[src/design/pci_pkg.sv]
// Shared types, constants and register codes for the clamped-integrator PID block.
`timescale 1ns / 1ps
`default_nettype none
package pci_pkg;

    // Field and register widths
    localparam int DataW  = 32;
    localparam int GainW  = 31;
    localparam int RateW  = 16;
    localparam int IdxW   = 3;
    localparam int ProdW  = 65;
    localparam int AccW   = 49;

    // Register indexes
    localparam logic [IdxW-1:0] RegKp     = 3'd0;
    localparam logic [IdxW-1:0] RegKi     = 3'd1;
    localparam logic [IdxW-1:0] RegKd     = 3'd2;
    localparam logic [IdxW-1:0] RegRate   = 3'd3;
    localparam logic [IdxW-1:0] RegPeriod = 3'd4;
    localparam logic [IdxW-1:0] RegLimit  = 3'd5;

    // Register reset values
    localparam logic [GainW-1:0] KpReset     = 31'd65536;
    localparam logic [GainW-1:0] KiReset     = 31'd0;
    localparam logic [GainW-1:0] KdReset     = 31'd0;
    localparam logic [RateW-1:0] RateReset   = 16'd100;
    localparam logic [RateW-1:0] PeriodReset = 16'd655;
    localparam logic [GainW-1:0] LimitReset  = 31'd65536;

    localparam logic signed [DataW-1:0] SatMax = 32'sh7FFF_FFFF;
    localparam logic signed [DataW-1:0] SatMin = 32'sh8000_0000;

    // Controller states
    typedef enum logic [3:0] {
        S_IDLE,
        S_MUL_RATE,
        S_MUL_PER,
        S_INTEG,
        S_MUL_KD,
        S_MUL_KI,
        S_SUM,
        S_DONE,
        S_CLR
    } state_t;

    // Multiplier operand selection
    typedef enum logic [2:0] {
        MUL_RATE,
        MUL_PER,
        MUL_KP,
        MUL_KD,
        MUL_KI
    } mul_sel_t;

    // Configuration register set
    typedef struct packed {
        logic [GainW-1:0] kp;
        logic [GainW-1:0] ki;
        logic [GainW-1:0] kd;
        logic [RateW-1:0] rate;
        logic [RateW-1:0] period;
        logic [GainW-1:0] limit;
    } cfg_t;

    // Controller to datapath commands
    typedef struct packed {
        logic     capture;
        logic     clear;
        logic     mul_en;
        mul_sel_t mul_sel;
        logic     save_deriv;
        logic     save_integ;
        logic     acc_load;
        logic     acc_add;
        logic     out_load;
        logic     out_zero;
    } cmd_t;

endpackage
`default_nettype wire

[src/design/pci_regs.sv]
// Configuration register file for the PID block.
`timescale 1ns / 1ps
`default_nettype none
module pci_regs (
    input  wire logic                   clk,
    input  wire logic                   rst_n,
    input  wire logic                   cfg_write_en,
    input  wire logic [pci_pkg::IdxW-1:0]  cfg_index,
    input  wire logic [pci_pkg::GainW-1:0] cfg_data,
    output pci_pkg::cfg_t               cfg
);
    import pci_pkg::*;

    cfg_t cfg_reg;
    cfg_t cfg_next;

    // Decode one register write, unknown indexes are dropped
    always_comb
    begin
        cfg_next = cfg_reg;
        if (cfg_write_en)
        begin
            case (cfg_index)
                RegKp:     cfg_next.kp     = cfg_data;
                RegKi:     cfg_next.ki     = cfg_data;
                RegKd:     cfg_next.kd     = cfg_data;
                RegRate:   cfg_next.rate   = cfg_data[RateW-1:0];
                RegPeriod: cfg_next.period = cfg_data[RateW-1:0];
                RegLimit:  cfg_next.limit  = cfg_data;
                default:   cfg_next = cfg_reg;
            endcase
        end
    end

    always_ff @(posedge clk or negedge rst_n)
    begin
        if (!rst_n)
        begin
            cfg_reg.kp     <= KpReset;
            cfg_reg.ki     <= KiReset;
            cfg_reg.kd     <= KdReset;
            cfg_reg.rate   <= RateReset;
            cfg_reg.period <= PeriodReset;
            cfg_reg.limit  <= LimitReset;
        end
        else
        begin
            cfg_reg <= cfg_next;
        end
    end

    assign cfg = cfg_reg;

endmodule
`default_nettype wire

[config.mk]
export PLATFORM = sky130hd
export DESIGN_NAME = pci_regs
export DESIGN_NICKNAME = d
export VERILOG_FILES = /design/src/design/pci_pkg.sv /design/src/design/pci_regs.sv
export SDC_FILE = /design/constraint.sdc
export NUM_CORES = 1
export LEC_CHECK = 0
export BUFFER_PORTS_ARGS = -buffer_cell sky130_fd_sc_hd__buf_2
export CAP_MARGIN = 20
export CORE_MARGIN = 1
export CORE_UTILIZATION = 45
export CTS_CLUSTER_DIAMETER = 50
export DETAILED_ROUTE_END_ITERATION = 6
export GPL_TIMING_DRIVEN = 1
export PLACE_DENSITY = 0.71
export SLEW_MARGIN = 20
export SYNTH_ARGS = -nofsm -noshare
export SYNTH_HDL_FRONTEND = slang
export SYNTH_SLANG_ARGS = --single-unit
[constraint.sdc]
create_clock -name clk -period 0.85 [get_ports clk]
set_clock_uncertainty 0.1 [all_clocks]
set_input_delay 0.085 -clock clk [delete_from_list [all_inputs] [get_ports clk]]
set_output_delay 0.085 -clock clk [all_outputs]
set_load 0.01 [all_outputs]
==> reports/qor.tcl <==
set qor(synth-compound-area-share_pct) 0
set qor(groute.layer.met2.usage_pct) 47.82
set qor(grt_use_met1_pct) 35.07
set qor(combinational_family_with_the_most_area_after_synthesis) {multiplexers}
set qor(globalRouteOverflowTotal) 0
set qor(horizontal_die_dimension_um) 116.1
set qor(grt.busiest_layer) {met2}
set qor(timing.max_cap.violations) 0
set qor(drc) 0
set qor(worst_setup_path_end_kind) {output pin}
set qor(drtIter0Drc) 198
set qor(run_status) {finished, violations left}
set qor(synth_xor_xnor_area_share_pct) 0
set qor(cts_root_buf) {clkbuf_16}
set qor(drtAntennaViolNets) 0
set qor(hpwl_um) 9428
set qor(htreeDepth) 4
set qor(multi_input_area_sq_mm) 0.002415
set qor(final_cell_area_sq_mm) 0.01050
set qor(yosys-mux-area-fraction_pct) 29.97
set qor(syn-mean-instance-area_sq_um) 17.60
set qor(crit_family) {flip-flops}
set qor(violations) {setup timing}
set qor(filler_cell_count) 609
set qor(synth_seq_cells) 156
set qor(num_vias) 4429
set qor(top_ports) 193
set qor(fin_hold_ws_ps) 163.0
set qor(cts_tree) {yes}
set qor(grt_antenna_before_repair) 0
set qor(synthSimpleGateAreaFrac_pct) 1.409
set qor(most_common_cell_in_the_netlist) {mux2_2}
set qor(syn_nets) 370
set qor(io_buffer_count) 192
set qor(rsz0062_at_grt) {yes}
set qor(cts.reportedPaths.clkPinSlew_ps) 60
set qor(grt_pass1_wl_um) 26970
set qor(synth_sequential_area_ratio_pct) 66.84
set qor(dp_slack_ps) -597.3
set qor(critical_path.cell_chain) {buf_6}
set qor(p_total_mw) 26.85
set qor(crit_path_top_delay_cell) {dfstp_2}
set qor(tritoncts_num_sinks) 156
set qor(max-vdd-ir-drop_uv) 1601
set qor(synthAdderAreaFrac_pct) 0
set qor(setup-violations-final) 311
set qor(grt_usage_pct) 28.06
set qor(synthCells) 333
set qor(area.sequential_sq_mm) 0.003918
set qor(drt_pass1_iterations) 4
set qor(via_per_inst) 5.016
set qor(synth.largest_area_cell) {dfrtp_1}
set qor(cts-root-to-sink-buffers) 2
set qor(finalNetCount) 735
set qor(max_slew_violation_total_from_the_final_report) 0
set qor(largest_register_ffs) 156
set qor(synth.top_cell.area_share_pct) 61.91
set qor(post_layout_utilization_of_the_core_pct) 82.90
set qor(start_util_pct) 46.25
set qor(first_global_vias) 4672
set qor(synth_flop_cell) {dfrtp_1}
set qor(num_antenna_cells) 0
set qor(critPathArrivalTime_ps) 1070
set qor(synth_edf_count) 0
set qor(critical_path.n_buffers_inverters) 1
set qor(cts_inserted_buffers) 17
set qor(tightest_slew_ps) 299.1
set qor(timing.max_slew.rel_slack_pct) 79.99
set qor(synth_async_sr_flop_share_pct) 100.0
set qor(crit_fanout) 2
set qor(detail_route.wl_per_cell_um) 23.19
set qor(max_stage_delay_ps) 550
set qor(dpl.cell_count) 705
set qor(maximum_number_of_pins_on_one_net_before_global_route_repair) 47
set qor(power-per-cell-area_mw_per_mm2) 2557
set qor(critPathRequiredTime_ps) 660
set qor(placed_cell_area_sq_mm) 0.007575
set qor(share_of_post_route_cells_with_drive_strength_above_1_pct) 74.26
set qor(post_synth_instance_area_sq_mm) 0.005861
set qor(post_layout_nonfiller_instances) 883
set qor(setup_tns_ps) -67580
set qor(post-route-worst-setup-slack_ps) -406.6
set qor(fmax_mhz) 795.8
set qor(finalHoldViolCount) 0
set qor(total_leakage_power_nw) 5.266
set qor(yosys.cell_types.count) 12
set qor(critPathKind) {reg -> out}
set qor(synth-warning-count) 0
set qor(timing.critical_path.from_type) {flip-flop}
set qor(core-area_sq_mm) 0.01267
set qor(finalCritPeriodShare_pct) 147.8
set qor(globalplace.congestion) 0.7288
set qor(hold_path.class) {in -> async}
set qor(postRouteWirelength_um) 20470
set qor(synth_commonest_cells) {mux2_2 (149), dfrtp_1 (145), dfstp_2 (11), buf_4 (9), mux2_1 (7)}
set qor(grt_util_met3_pct) 7.421
set qor(area_growth_pct) 79.23
set qor(post-route-min-period_ps) 1257
set qor(placement_rows) 41
set qor(floorplan.die_area_sq_mm) 0.01348
set qor(netlist_top_cells_area) {dfrtp_1 (62%), mux2_2 (29%), dfstp_2 (4.9%)}
set qor(clock_insertion_delay_worst_skew_ps) 420
set qor(die_height_um) 116.1
[metal layers]
layer / part of all wire (%) / vias up / wire [um]
met3: 5.1 / 31 / 1042
met5: 0 / - / 0
met2: 53 / 160 / 10820
li1: - / 1917 / -
met1: 40 / 2321 / 8241
met4: 1.8 / 0 / 370
[worst paths after layout]
| path | slack [ps] | from | cells past startpoint | endpoint |
|---|---|---|---|---|
| max | -410 | cfg[38] | 1 | cfg[38] |
| min | 160 | rst_n | 3 | cfg[75] |
| max reg2reg | -210 | cfg[119] | 2 | cfg[119] |
| min reg2reg | 400 | cfg[57] | 1 | cfg[57] |
| max in group asynchronous | -10 | rst_n | 3 | cfg[118] |
| min in group clk | 210 | cfg_index[1] | 5 | cfg[42] |
[cells in the final DEF (no fill, tap or decap)]
master	synthesis	final
buf_12	0	18
nor4bb_4	0	1
and4bb_4	0	2
buf_2	5	115
nand4b_4	0	1
clkinv_2	0	6
buf_6	1	139
dfrtp_1	145	145
nand4b_1	1	1
bufinv_16	0	2
buf_4	9	46
nor4b_4	1	1
buf_8	0	5
dfstp_2	11	11
dlygate4sd3_1	0	33
mux2_2	149	11
clkbuf_16	0	19
buf_16	0	3
mux2_4	0	145
clkbuf_8	0	3
clkbuf_1	0	4
[area by class of cell]
cell class	instances	share of cell area, %
clock inverters	8	0.8577
well taps	172	2.049
multi-input cells	162	22.99
repair buffers	361	32.22
flip-flops and latches	156	37.30
clock buffers	24	4.586
[cells by family after synthesis]
logic type / after synthesis
buffers and inverters: 15
multiplexers: 156
AND/OR/NAND/NOR: 6
flip-flops: 156
[power breakdown]
group | switching, mW | internal [mW]
clock | 2.88 | 4.53
combinational | 3.13 | 5.86
sequential | 1.28 | 9.17
total | 7.29 | 19.6
[what timing repair did]
item	4_1_cts	5_1_grt
endpoints found under the setup margin	300	311
pin swaps	3	2
buffers inserted	73	63
endpoints found under the hold margin	312	0
hold buffers	33	0
gates resized for setup	134	118
cloned	12	1
Power figures use the tool's default switching activity.
