File: src/design/pci_pkg.sv
// Shared types, constants and register codes for the clamped-integrator PID block.
`timescale 1ns / 1ps
`default_nettype none
package pci_pkg;

    // Field and register widths
    localparam int DataW  = 32;
    localparam int GainW  = 31;
    localparam int RateW  = 16;
    localparam int IdxW   = 3;
    localparam int ProdW  = 65;
    localparam int AccW   = 49;

    // Register indexes
    localparam logic [IdxW-1:0] RegKp     = 3'd0;
    localparam logic [IdxW-1:0] RegKi     = 3'd1;
    localparam logic [IdxW-1:0] RegKd     = 3'd2;
    localparam logic [IdxW-1:0] RegRate   = 3'd3;
    localparam logic [IdxW-1:0] RegPeriod = 3'd4;
    localparam logic [IdxW-1:0] RegLimit  = 3'd5;

    // Register reset values
    localparam logic [GainW-1:0] KpReset     = 31'd65536;
    localparam logic [GainW-1:0] KiReset     = 31'd0;
    localparam logic [GainW-1:0] KdReset     = 31'd0;
    localparam logic [RateW-1:0] RateReset   = 16'd100;
    localparam logic [RateW-1:0] PeriodReset = 16'd655;
    localparam logic [GainW-1:0] LimitReset  = 31'd65536;

    localparam logic signed [DataW-1:0] SatMax = 32'sh7FFF_FFFF;
    localparam logic signed [DataW-1:0] SatMin = 32'sh8000_0000;

    // Controller states
    typedef enum logic [3:0] {
        S_IDLE,
        S_MUL_RATE,
        S_MUL_PER,
        S_INTEG,
        S_MUL_KD,
        S_MUL_KI,
        S_SUM,
        S_DONE,
        S_CLR
    } state_t;

    // Multiplier operand selection
    typedef enum logic [2:0] {
        MUL_RATE,
        MUL_PER,
        MUL_KP,
        MUL_KD,
        MUL_KI
    } mul_sel_t;

    // Configuration register set
    typedef struct packed {
        logic [GainW-1:0] kp;
        logic [GainW-1:0] ki;
        logic [GainW-1:0] kd;
        logic [RateW-1:0] rate;
        logic [RateW-1:0] period;
        logic [GainW-1:0] limit;
    } cfg_t;

    // Controller to datapath commands
    typedef struct packed {
        logic     capture;
        logic     clear;
        logic     mul_en;
        mul_sel_t mul_sel;
        logic     save_deriv;
        logic     save_integ;
        logic     acc_load;
        logic     acc_add;
        logic     out_load;
        logic     out_zero;
    } cmd_t;

endpackage
`default_nettype wire

File: src/design/pci_ctrl.sv
// Sequencer for the PID step: steps the shared multiplier and drives the handshakes.
`timescale 1ns / 1ps
`default_nettype none
module pci_ctrl (
    input  wire logic      clk,
    input  wire logic      rst_n,
    input  wire logic      in_valid,
    input  wire logic      action,
    input  wire logic      out_stall,
    output logic           in_stall,
    output logic           out_valid,
    output pci_pkg::cmd_t  cmd
);
    import pci_pkg::*;

    state_t state_reg;
    state_t state_next;
    logic   out_valid_reg;
    logic   out_valid_next;
    logic   accept;
    logic   room;

    assign accept = in_valid && (state_reg == S_IDLE);
    assign room   = !out_valid_reg || !out_stall;

    // Next state
    always_comb
    begin
        state_next = state_reg;
        case (state_reg)
            S_IDLE:
            begin
                if (in_valid)
                begin
                    state_next = action ? S_CLR : S_MUL_RATE;
                end
            end
            S_MUL_RATE: state_next = S_MUL_PER;
            S_MUL_PER:  state_next = S_INTEG;
            S_INTEG:    state_next = S_MUL_KD;
            S_MUL_KD:   state_next = S_MUL_KI;
            S_MUL_KI:   state_next = S_SUM;
            S_SUM:      state_next = S_DONE;
            S_DONE:
            begin
                if (room)
                begin
                    state_next = S_IDLE;
                end
            end
            S_CLR:
            begin
                if (room)
                begin
                    state_next = S_IDLE;
                end
            end
            default:    state_next = S_IDLE;
        endcase
    end

    // Commands to the datapath
    always_comb
    begin
        cmd            = '0;
        cmd.mul_sel    = MUL_RATE;
        cmd.capture    = accept && !action;
        cmd.clear      = accept && action;
        case (state_reg)
            S_MUL_RATE:
            begin
                cmd.mul_en  = 1'b1;
                cmd.mul_sel = MUL_RATE;
            end
            S_MUL_PER:
            begin
                cmd.mul_en     = 1'b1;
                cmd.mul_sel    = MUL_PER;
                cmd.save_deriv = 1'b1;
            end
            S_INTEG:
            begin
                cmd.mul_en     = 1'b1;
                cmd.mul_sel    = MUL_KP;
                cmd.save_integ = 1'b1;
            end
            S_MUL_KD:
            begin
                cmd.mul_en   = 1'b1;
                cmd.mul_sel  = MUL_KD;
                cmd.acc_load = 1'b1;
            end
            S_MUL_KI:
            begin
                cmd.mul_en  = 1'b1;
                cmd.mul_sel = MUL_KI;
                cmd.acc_add = 1'b1;
            end
            S_SUM:
            begin
                cmd.acc_add = 1'b1;
            end
            S_DONE:
            begin
                cmd.out_load = room;
            end
            S_CLR:
            begin
                cmd.out_load = room;
                cmd.out_zero = 1'b1;
            end
            default:
            begin
                cmd.mul_en = 1'b0;
            end
        endcase
    end

    // Output valid: set on load, dropped once taken
    always_comb
    begin
        out_valid_next = out_valid_reg;
        if (cmd.out_load)
        begin
            out_valid_next = 1'b1;
        end
        else if (!out_stall)
        begin
            out_valid_next = 1'b0;
        end
    end

    always_ff @(posedge clk or negedge rst_n)
    begin
        if (!rst_n)
        begin
            state_reg     <= S_IDLE;
            out_valid_reg <= 1'b0;
        end
        else
        begin
            state_reg     <= state_next;
            out_valid_reg <= out_valid_next;
        end
    end

    assign in_stall  = (state_reg != S_IDLE);
    assign out_valid = out_valid_reg;

    // An accepted item keeps the block busy in the next cycle
    a_busy_after_accept: assert property (@(posedge clk) disable iff (!rst_n)
        accept |=> in_stall)
        else $error("block not busy after accepting an item");

    // A new result only appears after a finishing state
    a_rise_from_finish: assert property (@(posedge clk) disable iff (!rst_n)
        $rose(out_valid_reg) |-> ($past(state_reg) == S_DONE || $past(state_reg) == S_CLR))
        else $error("result raised outside a finishing state");

    // A finished item waits while the output register is full and stalled
    a_hold_finish: assert property (@(posedge clk) disable iff (!rst_n)
        (state_reg == S_DONE && out_valid_reg && out_stall) |=> state_reg == S_DONE)
        else $error("result overwritten while stalled");

endmodule
`default_nettype wire

File: config.mk
export PLATFORM = sky130hd
export DESIGN_NAME = pci_ctrl
export DESIGN_NICKNAME = d
export VERILOG_FILES = /design/src/design/pci_pkg.sv /design/src/design/pci_ctrl.sv
export SDC_FILE = /design/constraint.sdc
export NUM_CORES = 1
export LEC_CHECK = 0
export BUFFER_PORTS_ARGS = -buffer_cell sky130_fd_sc_hd__buf_2
export CORE_AREA = 2 2 39 41
export CTS_CLUSTER_DIAMETER = 60
export DETAILED_ROUTE_END_ITERATION = 8
export DIE_AREA = 0 0 41 43
export SYNTH_ARGS = -nofsm -noshare
export SYNTH_HDL_FRONTEND = slang
export SYNTH_SLANG_ARGS = --single-unit
File: constraint.sdc
create_clock -name clk -period 1.5 [get_ports clk]
set_clock_uncertainty 0.15 [all_clocks]
set_input_delay 0.225 -clock clk [delete_from_list [all_inputs] [get_ports clk]]
set_output_delay 0.225 -clock clk [all_outputs]
set_load 0.01 [all_outputs]
==> impl_metrics.toml, run 1 <==
[outcome]
outcome = "finished, violations left"
violations = "setup timing"

[synthesis]
syn-num-nets = 57
avgSynthCellArea_um2 = 7.58
synth_flop_cell = "dfrtp_1"
synth-edff-count = 0
yosysTopAreaCell = "dfrtp_1"
synthDistinctLibCells = 21
yosysWarnings = 0
synthCells = 52
seq_area_frac_synth_pct = 31.7
yosysMostFrequentCell = "nor3_1"
synth.area.top_cells = "dfrtp_1, nor3_1, a21oi_1, nor4_2, buf_4"
synthesis.area_um2 = 394
ys_async_sr_fraction_pct = 100
yosys-top-cells-count = "nor3_1, nand2_1, a21oi_1, dfrtp_1, nor2_1"
ys_seq_elements = 5
synth_top_area_share_pct = 31.7

[clock_tree]
clk_pin_slew_ps = 40
clock_latency_ps = 240
cts.sinks = 5
cts_buffer_depth = 2
htreeDepth = 1
cts-root-buf = "clkbuf_4"
cts_tree = "yes"
numCtsBuffers = 3

[worst_setup_path]
r2r_end = "state_reg[2]"
criticalPathCategory = "flop to output port"
cp-start-kind = "flop"
arrival_ps = 1360
path_max_fanout = 6
r2r_cells = 6
cp-end-kind = "output port"
ff2ff_setup_slack_ps = 60
endpoint = "cmd[1]"
critPathLaunch = "state_reg[1]"
r2r_start = "state_reg[1]"
worst-endpoint-required_ps = 1120

[power]
combPwrFrac_pct = 72.9
clkPwrFrac_pct = 8.5
switching_share_pct = 43.2
cellPowerDensity_nw_per_um2 = 2330
pwr-share-seq_pct = 18.6
p_leak_uw = 0.000388
p_sw_uw = 797
vdd_drop_max_mv = 1.38
internal_power_uw = 1050

[sta]
hold_viol = 0
hold_slack_ps = 116
fin_ws_ps = -235
tightest_slew_ps = 259
max_freq_mhz = 576
rsz0062_at_grt = "true"
fin_crit_ps = 1740
drv_slew = 0
slew_headroom_pct = 82.6
finalCritPeriodShare_pct = 116
setup-violations-final = 13

[final_layout]
regArea_um2 = 129
final_nets = 96
drive_gt1_share_pct = 66.7
fin_util_pct = 57.3
fill_cells = 134
area_growth_pct = 101
multi_input_area_um2 = 318
diodes = 0
largest_reg_flops = 4

[drt]
wl_per_cell_um = 12.5
wirelength_um = 1330
drtIter0Drc = 1
drc_errors = 0
vias_per_cell = 4.66
drt-pass1-iter-count = 2
ant_nets = 0
num_vias = 494

[die]
num_io_pins = 19
die_area_um2 = 1760
dieWidth_um = 41
initial_core_util_pct = 28.5
design.core.area_um2 = 1380
fp.dieH_um = 43
fp-row-count = 14

[global_routing]
globalRouteOverflowTotal = 0
grt_pass1_wl_um = 1990
grt_pass1_vias = 457
grt_max_degree = 10
grt_use_total_pct = 16.8
antenna_found_initial = 0

[place]
io_buffer_count = 18
preCtsSetupSlack_ps = 25.7
hpwl_um = 842
gp_congestion = 0.806

[run]
max-cap-violations = 0

[worst_hold_path]
hold_class = "primary input to flop"
-- layer usage --
layer | wire length [um] | track usage [%]
met2 | 686 | 26.3
met4 | 0 | 4.00
met1 | 552 | 21.0
met5 | 0 | 0
met3 | 88 | 6.28
-- cell families after synthesis --
logic type                Yosys count  share of synthesized area (%)
AOI/OAI and AO/OA                  11                           16.8
xor gates and xnor gates            1                           2.22
buffers and inverters               7                           10.2
DFF                                 5                           31.7
and+or+nand+nor                    28                           39.0
-- worst min path at each step --
stage	startpoint	endpoint	slack, ps	cells past startpoint
floorplan	rst_n	out_valid	-220	0
global placement	rst_n	state_reg[1]	-110	1
detailed placement	rst_n	state_reg[1]	-110	1
CTS	out_stall	out_valid	110	3
global route	out_stall	out_valid	130	3
finish	out_stall	out_valid	120	3
-- critical path, stage by stage (launching register included) --
cell and delay (ps):
dfrtp_2 480, buf_4 160, nand2_2 90, a2bb2oi_2 190
a21oi_1 50, buf_2 140
-- layout make-up --
type / count / share of cell area (%)
multi-input cells: 40 / 40.1
well taps: 16 / 2.52
repair buffers: 39 / 36.6
clock buffers: 4 / 3.31
inverters: 2 / 1.26
flip-flops and latches: 5 / 16.2
-- power groups by stage --
stage | Combinational, uW | Clock (uW) | Sequential (uW)
6_report | 1350 | 156 | 343
5_1_grt | 1450 | 170 | 354
4_1_cts | 1170 | 162 | 340
3_5_place_dp | 908 | 0 | 283
3_3_place_gp | 893 | 0 | 277
2_1_floorplan | 551 | 0 | 248
-- through the flow --
step	power (uW)	setup TNS [ps]	cell area, um^2	cells
2_1_floorplan	798	0	394	52
3_3_place_gp	1170	0	569	94
3_5_place_dp	1190	0	569	94
4_1_cts	1670	-1990	729	104
5_1_grt	1970	-2960	793	106
6_report	1840	-2070	793	106
-- layout by cell type, fill, tap and decap left out --
cell / count
dfrtp_1: 2
buf_4: 11
nand2_1: 4
inv_4: 1
inv_1: 1
clkbuf_4: 3
nor3_2: 3
nor4_2: 1
a2bb2oi_2: 1
nand3_1: 1
nand2_2: 1
a211oi_2: 1
and2_4: 1
and2_1: 1
and3_1: 1
nor2b_4: 1
o21ai_0: 1
nor3_1: 3
a21oi_2: 1
nor2_1: 4
clkbuf_1: 1
nor4_4: 1
buf_6: 10
nand2b_1: 1
a21oi_1: 4
a31oi_1: 2
dlygate4sd3_1: 1
nand2b_4: 1
nor3_4: 1
a211oi_1: 1
dfrtp_2: 3
nor3b_4: 1
nand2_4: 1
nor2b_1: 1
buf_2: 17
xnor2_1: 1
-- timing repair --
action                     4_1_cts  5_1_grt
setup buffers                    5        2
resized for setup               21       11
setup endpoints to repair       13       13
hold buffers                     1        0
hold endpoints to repair         5        0
pin swaps                        6        5
Power figures use the tool's default switching activity.
==> inputs of run 2 (changes only) <==
TNS_END_PERCENT = 50   (was default)
==> run 2 against run 1 <==
  * The flow still finishes with violations (setup timing)
  * Die area did not move
  * Sequential cell count stayed put
  * Maximum frequency fell by 0.17%
  * Cell count fell by 0.94%
  * Combinational power fell by 12%
  * Critical path depth stayed put
  * Setup slack got worse by 2.9 ps
  * Routed wire length decreased by 9.7%
  * First-iteration DRC count rose to 4.0 times the previous value
  * Clock power hardly changed
  * Count of clock-buffer cells in the layout unchanged
  * Critical path type unchanged
==> impl_metrics.toml, run 2 (same netlist as run 1, synthesis figures left out) <==
[clock_tree]
numCtsBuffers = 3
clk_pin_slew_ps = 40
cts.sinks = 5
cts_buffer_depth = 2
htreeDepth = 1
cts_tree = "yes"
cts-root-buf = "clkbuf_4"
clock_latency_ps = 240

[final_layout]
fin_util_pct = 53.8
largest_reg_flops = 4
final_cell_mix = "buf_2, buf_4, buf_6"
layout.cells.most_common = "buf_2"
area_growth_pct = 88.9
final_nets = 95
diodes = 0
drive_gt1_share_pct = 61.8
fin_area_um2 = 744

[sta]
tightest_slew_ps = 257
drv_slew = 0
slew_headroom_pct = 82.7
fin_ws_ps = -238
fin_crit_ps = 1740
hold_slack_ps = 112
max_freq_mhz = 575
setup_tns_ps = -2070
finalCritPeriodShare_pct = 116
hold_viol = 0
rsz0062_at_grt = "true"
setup-violations-final = 13

[power]
internal_power_uw = 971
p_leak_uw = 0.000363
cellPowerDensity_nw_per_um2 = 2260
switching_share_pct = 42.3
combPwrFrac_pct = 70.8
pwr-share-seq_pct = 20.1
p_sw_uw = 711
vdd_drop_max_mv = 1.20
clkPwrFrac_pct = 9.2

[global_routing]
busiest_layer = "met2"
antenna_found_initial = 0
grt_use_total_pct = 16.3
met1_usage_pct = 21.0
globalRouteOverflowTotal = 0
grt_pass1_vias = 457
gr-usage-met3_pct = 6.28
grt_max_degree = 10
grt_use_met2_pct = 24.7
grt_pass1_wl_um = 1950

[outcome]
outcome = "finished, violations left"
violations = "setup timing"

[worst_setup_path]
path_max_fanout = 6
crit_buf_inv = 2
cp-end-kind = "output port"
arrival_ps = 1360
worst-endpoint-required_ps = 1120
slowest_delay_ps = 460
cp_top_family = "flip-flops"
path_cells = "buf_4 -> nor3_4 -> a2bb2oi_2 -> a21oi_1 -> buf_2"
cp-start-kind = "flop"
criticalPathCategory = "flop to output port"
ff2ff_setup_slack_ps = 100
crit_slowest_cell = "dfrtp_2"

[drt]
wirelength_um = 1200
wl_per_cell_um = 11.4
drt-pass1-iter-count = 2
ant_nets = 0
drc_errors = 0
vias_per_cell = 4.63
drtIter0Drc = 4
num_vias = 486

[die]
fp-row-count = 14
design.core.area_um2 = 1380
num_io_pins = 19
dieWidth_um = 41
initial_core_util_pct = 28.5
die_area_um2 = 1760
fp.dieH_um = 43

[worst_hold_path]
hold_class = "primary input to flop"

[place]
gp_congestion = 0.806
placed_area_um2 = 569
hpwl_um = 842
preCtsSetupSlack_ps = 25.7
io_buffer_count = 18

[run]
max-cap-violations = 0
-- run 2: what timing repair did --
item                                   in CTS  in global routing
hold buffers                                1                  0
pin swaps                                   6                  4
resized for setup                          18                  5
endpoints found under the hold margin       5                  0
setup endpoints to repair                  13                 13
setup buffers                               3                  3
-- run 2: tightest hold or removal path, stage by stage --
cell     delay [ps]
buf_2           130
nand2_1          60
nand2_1          50
-- run 2: final cells by class --
cell class / instances / area, um^2
timing repair buffer: 38 / 279
tap: 16 / 20.0
multi-input combinational: 40 / 283
clock buffer: 4 / 26.3
inverter: 2 / 7.51
fill: 146 / 639
sequential: 5 / 129
-- run 2: path summary, 6_finish.rpt --
| kind | startpoint | endpoint | cells past startpoint |
|---|---|---|---|
| max in group asynchronous | rst_n | state_reg[1] | 2 |
| hold / removal | out_stall | out_valid | 3 |
| hold reg to reg | out_valid | out_valid | 2 |
| min in group asynchronous | rst_n | state_reg[3] | 2 |
| setup / recovery | state_reg[1] | cmd[1] | 5 |
| setup reg to reg | state_reg[1] | out_valid | 6 |
-- run 2: per-stage QoR --
stage	instances	total power (uW)
floorplan	52	798
global placement	94	1170
detailed placement	94	1190
CTS	102	1600
global route	105	1820
finish	105	1680
-- run 2: power groups by stage --
stage | sequential (uW) | combinational [uW] | clock [uW]
finish | 337 | 1190 | 154
global route | 348 | 1300 | 170
CTS | 340 | 1090 | 162
detailed placement | 283 | 908 | 0
global placement | 277 | 893 | 0
floorplan | 248 | 551 | 0
-- run 2: layer usage --
layer / up-vias / wire length [um]
met4: 0 / 0
met5: - / 0
met2: 15 / 586
li1: 256 / -
met3: 0 / 74
met1: 215 / 536
